`src/sv/tct_pkg.sv`:
```
// Package for the task completion tracker: field widths, operation and
// error codes, sequencer states and the result type of the shared subtractor.
// No dependencies; every other file of the block imports it.
package tct_pkg;

    localparam int ID_W     = 32;
    localparam int SUB_W    = ID_W + 1;
    localparam int S_DATA_W = 40;
    localparam int M_DATA_W = 104;
    localparam int M_PAD_W  = M_DATA_W - (3 * ID_W + 4);

    localparam logic [1:0] MODE_ALLOC  = 2'd0;
    localparam logic [1:0] MODE_FINISH = 2'd1;
    localparam logic [1:0] MODE_QUERY  = 2'd2;

    localparam logic [2:0] ERR_OK          = 3'd0;
    localparam logic [2:0] ERR_FULL        = 3'd1;
    localparam logic [2:0] ERR_NOT_ALLOC   = 3'd2;
    localparam logic [2:0] ERR_NOT_PENDING = 3'd3;
    localparam logic [2:0] ERR_EXHAUSTED   = 3'd4;

    typedef enum logic [3:0] {
        S_CLEAR,
        S_IDLE,
        S_ARD,
        S_ACHK,
        S_CNX,
        S_CLO,
        S_CHI,
        S_CWIN,
        S_SLOT,
        S_RD,
        S_CHK,
        S_SINIT,
        S_SRD,
        S_SCHK,
        S_OUT
    } tct_state_t;

    typedef struct packed {
        logic [SUB_W-1:0] diff;
        logic             borrow;
        logic             zero;
    } tct_sub_res_t;

endpackage

```
`src/sv/task_completion_tracker_core.sv`:
```
// Task completion tracker: hands out task ids, marks them finished and
// answers completion queries. Uses tct_pkg, tct_sub and tct_bitmap.
//
// Usage: one input beat on the s_ channel carries an operation (allocate,
// finish or query) and a task id; each accepted beat gives exactly one
// result beat on the m_ channel with the new id, the query answer, an
// error code and both marks after the operation.
// The block works on one beat at a time under a small sequencer that drives
// a single 33-bit subtractor for its ordering compares and a single-port-read bitmap.
// An allocate reads and checks the next slot; a no-op, or an allocate with the id
// space exhausted, goes straight to the result. A query or finish runs the compare
// chain and may read and check one slot; a finish may then also have to
// rescan the window for the lowest pending id (up to WINDOW slots).
// Each visited slot costs one bitmap read and one check of the read data.
// The next beat can be taken in the cycle after a result is loaded.
// After reset the bitmap is cleared one slot per cycle, and s_tready stays
// low until every slot is clear. The result sits in an output register; while the
// receiver stalls, the next beat is still taken and processed, and its
// result waits until the register is free.
module task_completion_tracker_core #(
    parameter int WINDOW = 256
) (
    input  logic                         aclk,
    input  logic                         aresetn,
    input  logic                         s_tvalid,
    output logic                         s_tready,
    // s_tdata fields from bit 0: mode[1:0], task_id[33:2], zero padding.
    input  logic [tct_pkg::S_DATA_W-1:0] s_tdata,
    output logic                         m_tvalid,
    input  logic                         m_tready,
    // m_tdata fields from bit 0: new_id[31:0], is_done[32], error_code[35:33],
    // lowest_pending[67:36], highest_done[99:68], zero padding.
    output logic [tct_pkg::M_DATA_W-1:0] m_tdata
);
    import tct_pkg::*;

    localparam int SW = $clog2(WINDOW);
    localparam int CW = $clog2(WINDOW + 1);
    localparam logic [SW-1:0]    LAST_SLOT = SW'(WINDOW - 1);
    localparam logic [SUB_W-1:0] WIN_W     = SUB_W'(WINDOW);

    tct_state_t state_reg, state_next;

    logic [1:0]          mode_reg, mode_next;
    logic [ID_W-1:0]     id_reg, id_next;
    logic [ID_W-1:0]     next_id_reg, next_id_next;
    logic [ID_W-1:0]     highest_reg, highest_next;
    logic [ID_W-1:0]     lowest_reg, lowest_next;
    logic [CW-1:0]       count_reg, count_next;
    logic [SW-1:0]       next_slot_reg, next_slot_next;
    logic [SUB_W-1:0]    dist_reg, dist_next;
    logic [SW-1:0]       slot_reg, slot_next;
    logic                eq_lo_reg, eq_lo_next;
    logic [ID_W-1:0]     scan_id_reg, scan_id_next;
    logic [SW-1:0]       scan_slot_reg, scan_slot_next;
    logic [ID_W-1:0]     new_id_res_reg, new_id_res_next;
    logic                done_res_reg, done_res_next;
    logic [2:0]          err_res_reg, err_res_next;
    logic                m_tvalid_reg, m_tvalid_next;
    logic [M_DATA_W-1:0] m_tdata_reg, m_tdata_next;

    logic [SUB_W-1:0] sub_a, sub_b;
    tct_sub_res_t     sub_res;
    logic [SUB_W-1:0] nx;
    logic [SUB_W-1:0] id_w;
    logic [SW:0]      slot_wide;

    logic          mem_we;
    logic [SW-1:0] mem_waddr;
    logic          mem_wdata;
    logic [SW-1:0] mem_raddr;
    logic          mem_rdata;

    tct_sub u_sub (
        .a   (sub_a),
        .b   (sub_b),
        .res (sub_res)
    );

    tct_bitmap #(
        .WINDOW (WINDOW),
        .SW     (SW)
    ) u_bitmap (
        .aclk  (aclk),
        .we    (mem_we),
        .waddr (mem_waddr),
        .wdata (mem_wdata),
        .raddr (mem_raddr),
        .rdata (mem_rdata)
    );

    assign nx       = {~|next_id_reg, next_id_reg};
    assign id_w     = {1'b0, id_reg};
    assign s_tready = (state_reg == S_IDLE);
    assign m_tvalid = m_tvalid_reg;
    assign m_tdata  = m_tdata_reg;

    always_ff @(posedge aclk) begin
        if (!aresetn) begin
            state_reg <= S_CLEAR;
        end else begin
            state_reg <= state_next;
        end
    end

    always_ff @(posedge aclk) begin
        if (!aresetn) begin
            next_id_reg   <= ID_W'(1);
            highest_reg   <= '0;
            lowest_reg    <= '0;
            count_reg     <= '0;
            next_slot_reg <= SW'(1);
            scan_slot_reg <= '0;
            m_tvalid_reg  <= 1'b0;
        end else begin
            next_id_reg   <= next_id_next;
            highest_reg   <= highest_next;
            lowest_reg    <= lowest_next;
            count_reg     <= count_next;
            next_slot_reg <= next_slot_next;
            scan_slot_reg <= scan_slot_next;
            m_tvalid_reg  <= m_tvalid_next;
        end
        mode_reg       <= mode_next;
        id_reg         <= id_next;
        dist_reg       <= dist_next;
        slot_reg       <= slot_next;
        eq_lo_reg      <= eq_lo_next;
        scan_id_reg    <= scan_id_next;
        new_id_res_reg <= new_id_res_next;
        done_res_reg   <= done_res_next;
        err_res_reg    <= err_res_next;
        m_tdata_reg    <= m_tdata_next;
    end

    always_comb begin
        state_next      = state_reg;
        mode_next       = mode_reg;
        id_next         = id_reg;
        next_id_next    = next_id_reg;
        highest_next    = highest_reg;
        lowest_next     = lowest_reg;
        count_next      = count_reg;
        next_slot_next  = next_slot_reg;
        dist_next       = dist_reg;
        slot_next       = slot_reg;
        eq_lo_next      = eq_lo_reg;
        scan_id_next    = scan_id_reg;
        scan_slot_next  = scan_slot_reg;
        new_id_res_next = new_id_res_reg;
        done_res_next   = done_res_reg;
        err_res_next    = err_res_reg;
        m_tvalid_next   = m_tvalid_reg;
        m_tdata_next    = m_tdata_reg;
        sub_a           = '0;
        sub_b           = '0;
        slot_wide       = '0;
        mem_we          = 1'b0;
        mem_waddr       = slot_reg;
        mem_wdata       = 1'b0;
        mem_raddr       = slot_reg;

        if (m_tready) begin
            m_tvalid_next = 1'b0;
        end

        case (state_reg)
            S_CLEAR: begin
                mem_we    = 1'b1;
                mem_waddr = scan_slot_reg;
                mem_wdata = 1'b0;
                if (scan_slot_reg == LAST_SLOT) begin
                    state_next = S_IDLE;
                end else begin
                    scan_slot_next = scan_slot_reg + SW'(1);
                end
            end
            S_IDLE: begin
                if (s_tvalid) begin
                    mode_next       = s_tdata[1:0];
                    id_next         = s_tdata[ID_W+1:2];
                    new_id_res_next = '0;
                    done_res_next   = 1'b0;
                    err_res_next    = ERR_OK;
                    if (s_tdata[1:0] == MODE_ALLOC) begin
                        if (next_id_reg == '0) begin
                            err_res_next = ERR_EXHAUSTED;
                            state_next   = S_OUT;
                        end else begin
                            state_next = S_ARD;
                        end
                    end else if (s_tdata[1:0] inside {MODE_FINISH, MODE_QUERY}) begin
                        state_next = S_CNX;
                    end else begin
                        state_next = S_OUT;
                    end
                end
            end
            S_ARD: begin
                mem_raddr  = next_slot_reg;
                state_next = S_ACHK;
            end
            S_ACHK: begin
                if (mem_rdata) begin
                    err_res_next = ERR_FULL;
                end else begin
                    mem_we          = 1'b1;
                    mem_waddr       = next_slot_reg;
                    mem_wdata       = 1'b1;
                    count_next      = count_reg + CW'(1);
                    new_id_res_next = next_id_reg;
                    next_id_next    = next_id_reg + ID_W'(1);
                    next_slot_next  = (next_slot_reg == LAST_SLOT) ? '0
                                                                   : next_slot_reg + SW'(1);
                end
                state_next = S_OUT;
            end
            S_CNX: begin
                sub_a     = nx;
                sub_b     = id_w;
                dist_next = sub_res.diff;
                if (sub_res.borrow || sub_res.zero) begin
                    err_res_next = ERR_NOT_ALLOC;
                    state_next   = S_OUT;
                end else begin
                    state_next = S_CLO;
                end
            end
            S_CLO: begin
                sub_a      = id_w;
                sub_b      = {1'b0, lowest_reg};
                eq_lo_next = sub_res.zero;
                if (sub_res.borrow) begin
                    if (mode_reg == MODE_QUERY) begin
                        done_res_next = 1'b1;
                    end else begin
                        err_res_next = ERR_NOT_PENDING;
                    end
                    state_next = S_OUT;
                end else if (mode_reg == MODE_QUERY) begin
                    state_next = S_CHI;
                end else if (id_reg == '0) begin
                    err_res_next = ERR_NOT_PENDING;
                    state_next   = S_OUT;
                end else begin
                    state_next = S_CWIN;
                end
            end
            S_CHI: begin
                sub_a = {1'b0, highest_reg};
                sub_b = id_w;
                if (sub_res.borrow) begin
                    done_res_next = 1'b0;
                    state_next    = S_OUT;
                end else begin
                    state_next = S_CWIN;
                end
            end
            S_CWIN: begin
                sub_a = WIN_W;
                sub_b = dist_reg;
                if (sub_res.borrow || (id_reg == '0)) begin
                    if (mode_reg == MODE_QUERY) begin
                        done_res_next = 1'b1;
                    end else begin
                        err_res_next = ERR_NOT_PENDING;
                    end
                    state_next = S_OUT;
                end else begin
                    state_next = S_SLOT;
                end
            end
            S_SLOT: begin
                sub_a = SUB_W'(next_slot_reg);
                sub_b = dist_reg;
                if (sub_res.borrow) begin
                    slot_wide = sub_res.diff[SW:0] + (SW + 1)'(WINDOW);
                end else begin
                    slot_wide = sub_res.diff[SW:0];
                end
                slot_next  = slot_wide[SW-1:0];
                state_next = S_RD;
            end
            S_RD: begin
                mem_raddr  = slot_reg;
                state_next = S_CHK;
            end
            S_CHK: begin
                sub_a      = {1'b0, highest_reg};
                sub_b      = id_w;
                state_next = S_OUT;
                if (mode_reg == MODE_QUERY) begin
                    done_res_next = ~mem_rdata;
                end else if (!mem_rdata) begin
                    err_res_next = ERR_NOT_PENDING;
                end else begin
                    mem_we     = 1'b1;
                    mem_waddr  = slot_reg;
                    mem_wdata  = 1'b0;
                    count_next = count_reg - CW'(1);
                    if (sub_res.borrow) begin
                        highest_next = id_reg;
                    end
                    if (eq_lo_reg || (lowest_reg == '0)) begin
                        if (count_reg == CW'(1)) begin
                            lowest_next = '0;
                        end else begin
                            state_next = S_SINIT;
                        end
                    end
                end
            end
            S_SINIT: begin
                sub_a = nx;
                sub_b = WIN_W;
                if (!sub_res.borrow && !sub_res.zero) begin
                    scan_id_next   = sub_res.diff[ID_W-1:0];
                    scan_slot_next = next_slot_reg;
                end else begin
                    scan_id_next   = ID_W'(1);
                    scan_slot_next = SW'(1);
                end
                state_next = S_SRD;
            end
            S_SRD: begin
                mem_raddr  = scan_slot_reg;
                state_next = S_SCHK;
            end
            S_SCHK: begin
                if (mem_rdata) begin
                    lowest_next = scan_id_reg;
                    state_next  = S_OUT;
                end else begin
                    scan_id_next   = scan_id_reg + ID_W'(1);
                    scan_slot_next = (scan_slot_reg == LAST_SLOT) ? '0
                                                                  : scan_slot_reg + SW'(1);
                    state_next     = S_SRD;
                end
            end
            S_OUT: begin
                if (!m_tvalid_reg || m_tready) begin
                    m_tvalid_next = 1'b1;
                    m_tdata_next  = {{M_PAD_W{1'b0}}, highest_reg, lowest_reg,
                                     err_res_reg, done_res_reg, new_id_res_reg};
                    state_next    = S_IDLE;
                end
            end
            default: begin
                state_next = S_IDLE;
            end
        endcase
    end

endmodule

```
`src/sv/tct_sub.sv`:
```
// Shared 33-bit subtract and compare unit of the task completion tracker.
// Depends on tct_pkg for the operand width and the result type.
module tct_sub (
    input  logic [tct_pkg::SUB_W-1:0] a,
    input  logic [tct_pkg::SUB_W-1:0] b,
    output tct_pkg::tct_sub_res_t     res
);
    import tct_pkg::*;

    logic [SUB_W:0] full;

    assign full       = {1'b0, a} - {1'b0, b};
    assign res.diff   = full[SUB_W-1:0];
    assign res.borrow = full[SUB_W];
    assign res.zero   = (full == '0);

endmodule

```
`src/sv/tct_bitmap.sv`:
```
// Pending bitmap of the task completion tracker: one bit per window slot,
// one write port and one read port with registered read data.
// Depends on tct_pkg only by convention; no shared types are needed.
module tct_bitmap #(
    parameter int WINDOW = 256,
    parameter int SW     = $clog2(WINDOW)
) (
    input  logic          aclk,
    input  logic          we,
    input  logic [SW-1:0] waddr,
    input  logic          wdata,
    input  logic [SW-1:0] raddr,
    output logic          rdata
);
    import tct_pkg::*;

    logic bits_reg [WINDOW];
    logic rdata_reg;

    always_ff @(posedge aclk) begin
        if (we) begin
            bits_reg[waddr] <= wdata;
        end
        rdata_reg <= bits_reg[raddr];
    end

    assign rdata = rdata_reg;

endmodule

```
`config.mk`:
```
export PLATFORM = sky130hd
export DESIGN_NAME = task_completion_tracker_core
export DESIGN_NICKNAME = d
export VERILOG_FILES = /design/src/sv/tct_pkg.sv /design/src/sv/task_completion_tracker_core.sv /design/src/sv/tct_sub.sv /design/src/sv/tct_bitmap.sv
export SDC_FILE = /design/constraint.sdc
export NUM_CORES = 1
export LEC_CHECK = 0
export BUFFER_PORTS_ARGS = -buffer_cell sky130_fd_sc_hd__buf_2
export CAP_MARGIN = 25
export CORE_ASPECT_RATIO = 1.25
export CORE_MARGIN = 10
export CORE_UTILIZATION = 41
export CTS_CLUSTER_DIAMETER = 150
export DETAILED_ROUTE_END_ITERATION = 7
export SLEW_MARGIN = 20
export SYNTH_ARGS = -nofsm -noshare
export SYNTH_HDL_FRONTEND = slang
export SYNTH_SLANG_ARGS = --single-unit
```
`constraint.sdc`:
```
create_clock -name aclk -period 6.55 [get_ports aclk]
set_input_delay 1.31 -clock aclk [delete_from_list [all_inputs] [get_ports aclk]]
set_output_delay 1.31 -clock aclk [all_outputs]
set_load 0.02 [all_outputs]
```
# After elaboration in Yosys (flattened, before gate mapping)
# Memory sizes are Yosys's and may differ from the RTL's. A register that Yosys moved wholly into a read port is not among the register bits.
# Cells that the tools add are included.
[totals]
ff_bits = 370
ramBits = 256
inputBits = 44
memories = 1
[memory_table]
columns = ["name", "words", "width", "rd", "rd_clocked_by_memory_dff", "wr", "line", "source"]
rows = [
  ["u_bitmap.bits_reg", 256, 1, 1, 1, 1, "tct_bitmap.sv:17", "logic bits_reg [WINDOW];"],
]
[op_classes]
n_addsub = 8
eq_ne = 40
muxes = 76
n_bitwise = 2
reduce_logical = 40
[op_table]
columns = ["cell", "count"]
rows = [
  ["$mux W32", 9],
  ["$pmux W32 S2", 3],
  ["$pmux W33 S5", 1],
  ["$pmux W33 S4", 1],
  ["$logic_not A32 Y1", 3],
  ["$add A32 B1 Y32 const B", 2],
  ["$pmux W4 S15", 1],
  ["$mux W8", 7],
  ["$mux W3", 17],
  ["$mux W4", 11],
  ["$logic_not A34 Y1", 1],
  ["$sub A33 B33 Y34", 1],
  ["$pmux W8 S2", 2],
  ["$reduce_or A32 Y1", 1],
  ["$eq A4 B4 Y1 const B", 7],
  ["$mux W9", 3],
  ["$ne A2 B2 Y1 const B", 13],
  ["$add A8 B1 Y8 const B", 3],
  ["$pmux W8 S3", 1],
  ["$pmux W3 S6", 1],
  ["$pmux W9 S2", 1],
  ["$eq A4 B3 Y1 const B", 4],
  ["$eq A8 B8 Y1 const B", 2],
  ["$mux W1", 15],
  ["other kinds (29)", 56],
]

# Longest topological paths before layout
[logic_depth]
depth_word = 9
mapped_depth = 24
mapped_depth_nobuf = 19

# By module
# A second synthesis with hierarchy kept.
[unflattened]
hier_cells = 2561
hier_area_um2 = 29151.7
[by_module_without_submodules]
columns = ["mod", "instances", "cells_per_inst", "area_per_inst_um2", "seq_area_each_um2"]
rows = [
  ["task_completion_tracker_core", 1, 1456, 15901.5, 9849.4],
  ["tct_bitmap", 1, 788, 11128.2, 7707.4],
  ["tct_sub", 1, 317, 2122.0, 0.0],
]

# Least setup slack after synthesis
# Ideal clock, no wire load.
[synth_timing]
path_type = "flip-flop to flip-flop"
startpoint = "register state_reg[0]"
endpoint = "register new_id_res_reg[0] (enable)"
setup_time_ns = 0.375
arrival_ns = 6.178
required_time_ns = 6.175
setup_slack_ns = -0.003
stages_incl_launch_ff = 8
n_path_buf = 3
synth_period_minus_slack_ns = 6.553
path_cell_list = "dfxtp_1 -> nor4bb_1 -> clkbuf_1 -> nand2b_1 -> clkbuf_1 -> clkinv_1 -> buf_1 -> or2_2"
[synth_between]
elab_chain_len = 3
[synth_lines]
columns = ["element", "line", "source"]
rows = [
  ["start: declaration", "task_completion_tracker_core.sv:42", "tct_state_t state_reg, state_next;"],
  ["start signal: assignment", "task_completion_tracker_core.sv:102", "state_reg <= state_next;"],
  ["$eq A4 B2 Y1 / $eq A4 B1 Y1 (equally long branches)", "task_completion_tracker_core.sv:167", "case (state_reg)"],
  ["$ne A2 B2 Y1 (no line) / $reduce_bool A2 Y1 (equally long branches)", "-", ""],
  ["$reduce_and A3 Y1 (no line) (*)", "-", ""],
  ["end signal: assignment", "task_completion_tracker_core.sv:130", "new_id_res_reg <= new_id_res_next;"],
  ["end: declaration", "task_completion_tracker_core.sv:56", "logic [ID_W-1:0] new_id_res_reg, new_id_res_next;"],
]
# Every way passes the cells marked *; elsewhere a longest branch is shown, timed or not.
# A chain may end at the register's enable or synchronous reset.

# Final worst setup path
[layout_timing]
startpoint = "register state_reg[3]"
endpoint = "register err_res_reg[0] (enable)"
[layout_between]
elab_chain_len = 8
[layout_lines]
columns = ["element", "line", "source"]
rows = [
  ["$eq A4 B4 Y1 / $eq A4 B3 Y1 (equally long branches)", "task_completion_tracker_core.sv:167", ""],
  ["$reduce_or A3 Y1 (no line) / $reduce_or A2 Y1 (equally long branches)", "-", ""],
  ["$pmux W33 S4 / $pmux W33 S5 (equally long branches)", "task_completion_tracker_core.sv:167", ""],
  ["$sub A33 B33 Y34", "tct_sub.sv:12", "assign full = {1'b0, a} - {1'b0, b};"],
  ["$logic_not A34 Y1", "tct_sub.sv:15", "assign res.zero = (full == '0);"],
  ["$logic_or A1 B1 Y1", "task_completion_tracker_core.sv:222", "if (sub_res.borrow || sub_res.zero) begin"],
  ["$ne A2 B2 Y1 (no line)", "-", ""],
  ["$reduce_and A9 Y1 (no line) (*)", "-", ""],
  ["end signal: assignment", "task_completion_tracker_core.sv:132", "err_res_reg <= err_res_next;"],
  ["end: declaration", "task_completion_tracker_core.sv:58", "logic [2:0] err_res_reg, err_res_next;"],
]
# Marked as above.

==> reports/metrics.csv <==
stage;metric;value;unit
outcome;status;complete, but fails checks;
outcome;failing checks;design-rule violations;
global_route;GRT Total Usage;21.1;%
floorplan;num rows;110;
logic_synthesis;YS warnings;0;
final_layout;Area Growth Syn to Fin;12.9;%
timing;Setup TNS Final;0;ns
logic_synthesis;Synth async-reset ratio;0;%
timing;post-route setup slack;0.396;ns
worst_setup_path;Worst setup SP type;flip-flop;
timing;fin crit share;94.0;%
clock_network;clock slew at reported path FFs;0.07;ns
logic_synthesis;predominant post-synthesis flop cell;edfxtp_1;
global_route;M2 GR Usage;38.5;%
floorplan;die area;0.0834;mm²
global_route;largest net degree at the start of global routing;120;
worst_setup_path;Data required, critical path;6.88;ns
clock_network;H-tree depth;2;
worst_setup_path;Critical Path Fanout Max;23;
hold_path;HP Class;reg -> reg;
floorplan;Starting Density;41.2;%
logic_synthesis;syn_area_per_cell;10.5;µm²
timing;fmax;162;MHz
clock_network;Clk Latency, worst-skew pair;0.67;ns
logic_synthesis;Seq/Total Area, Yosys;59.3;%
final_layout;most frequent cells in the layout;edfxtp_1 (500), nand2_1 (415), nor2_1 (399);
global_route;initial antenna violation count;2;
global_route;first-pass GRT wire length;136000;µm
clock_network;Setup Buffers After CTS;0;
timing;Setup Skew;0.0453;ns
drt;WL/cell;23.1;µm
power_and_ir_drop;worst IR drop on VDD;235;µV
floorplan;num ports;150;
worst_setup_path;Worst R2R Path Depth;18;
worst_setup_path;worst path arrival time;6.49;ns
clock_network;CTS root buf;clkbuf_16;
global_route;met1 layer usage reported by global route;23.6;%
global_route;gr ovfl total;0;
clock_network;Resized Gates After CTS;0;
global_route;met3 Use GR;2.94;%
global_route;vias in the first global route;22500;
final_layout;Nets;2993;
worst_setup_path;worst r2r src;state_reg[3]$_SDFFE_PN0P_;
global_route;GRT Max-Usage Layer;met2;
clock_network;cts hold-fix bufs;0;
worst_setup_path;CP Capture Type;flip-flop;
power_and_ir_drop;Pwr Density;239;mW/mm²
floorplan;die span in y;320;µm
place;gpl congestion;0.935;
power_and_ir_drop;total power;7990;µW
clock_network;TritonCTS clock tree;built;
drt;Via Count;22700;
final_layout;share of cells above drive strength 1;11.4;%
place;pre-CTS WS;0.559;ns
power_and_ir_drop;LEAKAGE;0.0120;µW
final_layout;Final Core Density;46.5;%
timing;Slew headroom;28.9;%
logic_synthesis;Post-Synthesis Cells;2828;
drt;Remaining DRCs;5;
final_layout;max FFs per register;256;
clock_network;Clock Tree Buf Depth;3;
drt;Detailed Routing Iterations Pass 1;8;
place;PortBufs;139;
logic_synthesis;Netlist cell types;87;
clock_network;# clock sinks;627;
logic_synthesis;area of the mapped netlist;0.0296;mm²
drt;Post-DRT Antenna Nets;0;
final_layout;FILL cells;6710;
worst_setup_path;worst reg-to-reg setup slack;0.40;ns
logic_synthesis;#FFs+latches synth;627;
drt;initial drt markers;2518;
timing;Pins Over Slew Limit;0;
worst_setup_path;WS Path Type;reg -> reg;
logic_synthesis;number of synthesized flops with an enable pin;500;
worst_setup_path;Worst Setup EP;err_res_reg[0]$_DFFE_PP_;
job;max_cap viols;0;
worst_setup_path;capturing point of the worst reg2reg path;err_res_reg[0]$_DFFE_PP_;
drt;total wire length;90600;µm
clock_network;cts bufs inserted;61;
timing;Slew @ Worst Pin;1.07;ns
timing;Hold Fails Final Rpt;0;
drt;Vias/cell;5.80;
final_layout;most common cell after layout, fill and taps aside;edfxtp_1;
final_layout;Post-Layout Cell Count;3913;
floorplan;Core Area;0.0718;mm²
worst_setup_path;crit path launch;state_reg[3]$_SDFFE_PN0P_;
floorplan;Die Wd;260;µm
timing;RSZ-0062 raised after global routing;false;
timing;Tmin final;6.15;ns
timing;setup violators final;0;
place;dpl cells;3794;
place;DP HPWL;62100;µm
==> synthesized netlist by cell type (all sizes together), types with 11 or more instances <==
library cell	instances	area, µm²
and3	31	194
or3	16	100
a22oi	14	110
nand2b	16	100
a31oi	28	175
clkbuf	145	544
o21a	11	82.6
a21oi	141	717
nor3	31	155
edfxtp	500	15000
and2	49	309
xnor2	39	342
nor2	403	1510
mux2i	50	500
o211ai	14	110
a21o	22	165
nand4	48	300
inv	46	173
dfxtp	127	2540
buf	39	209
xor2	55	482
and4	12	105
nand2	416	1560
o21ai	99	495
ha	43	538
nand3	195	976
a222oi	62	621
nor4	33	221
==> per-layer routing <==
| metal | vias up | share of wire [%] |
|---|---|---|
| li1 | 10500 | - |
| met3 | 225 | 5.0 |
| met2 | 807 | 52 |
| met1 | 11200 | 37 |
| met5 | - | 0 |
| met4 | 0 | 5.1 |
==> cell families after synthesis <==
family	Yosys count	share of synthesized area (%)
mux	55	1.88
buf+inv	232	3.15
xor+xnor	94	2.78
other cells	1	0.0127
simple gates	1291	19.9
flops	627	59.3
fa+ha+maj	44	1.89
compound gates	484	11.1
==> layout make-up <==
class,count,area (µm²),share of cell area [%]
Sequential cell,627,17600,52.6
Multi-Input combinational cell,1972,11200,33.5
Clock buffer,78,1720,5.14
Tap cell,952,1190,3.57
Timing Repair Buffer,195,1150,3.45
Clock inverter,38,402,1.20
Inverter,48,186,0.558
Antenna cell,3,7.51,0.0225
==> through the flow <==
stage / hold WS (ns) / cell area, µm²
5_1_grt: 0.417 / 33400
3_5_place_dp: 0.405 / 31300
2_1_floorplan: 0.400 / 29600
4_1_cts: 0.419 / 33400
6_report: 0.419 / 33400
3_3_place_gp: 0.406 / 31300
==> worst min path at each step <==
stage               slack, ns                             start  cells past startpoint                    end
global route             0.42  new_id_res_reg[12]$_SDFFCE_PN0P_                      0  m_tdata[12]$_DFFE_PP_
global placement         0.41  new_id_res_reg[27]$_SDFFCE_PN0P_                      0  m_tdata[27]$_DFFE_PP_
detailed placement       0.40  new_id_res_reg[28]$_SDFFCE_PN0P_                      0  m_tdata[28]$_DFFE_PP_
CTS                      0.42   new_id_res_reg[8]$_SDFFCE_PN0P_                      0   m_tdata[8]$_DFFE_PP_
finish                   0.42   new_id_res_reg[8]$_SDFFCE_PN0P_                      0   m_tdata[8]$_DFFE_PP_
floorplan                0.40   new_id_res_reg[0]$_SDFFCE_PN0P_                      0   m_tdata[0]$_DFFE_PP_
==> worst max-delay path, stage by stage, from the launching register on <==
cell	delay (ns)
dfxtp_1	0.70
nand2b_1	0.26
nor3_2	0.22
a31o_2	0.53
a222oi_1	0.18
inv_1	0.10
ha_1	0.17
inv_1	0.06
fa_1	0.40
a21o_1	0.21
a221o_1	0.45
a211oi_1	0.35
o21ai_1	0.26
or4_1	0.46
nand3_1	0.14
or4b_1	0.52
nor4_4	0.23
and2_4	0.32
o311a_1	0.26
==> power by group <==
| group | switching (µW) | total, µW | leakage [µW] | internal [µW] |
|---|---|---|---|---|
| registers | 3.83 | 4250 | 0.00535 | 4240 |
| clock network | 1600 | 3660 | 0.00102 | 2070 |
| logic | 62.4 | 79.5 | 0.00562 | 17.1 |
Power figures use the tool's default switching activity.
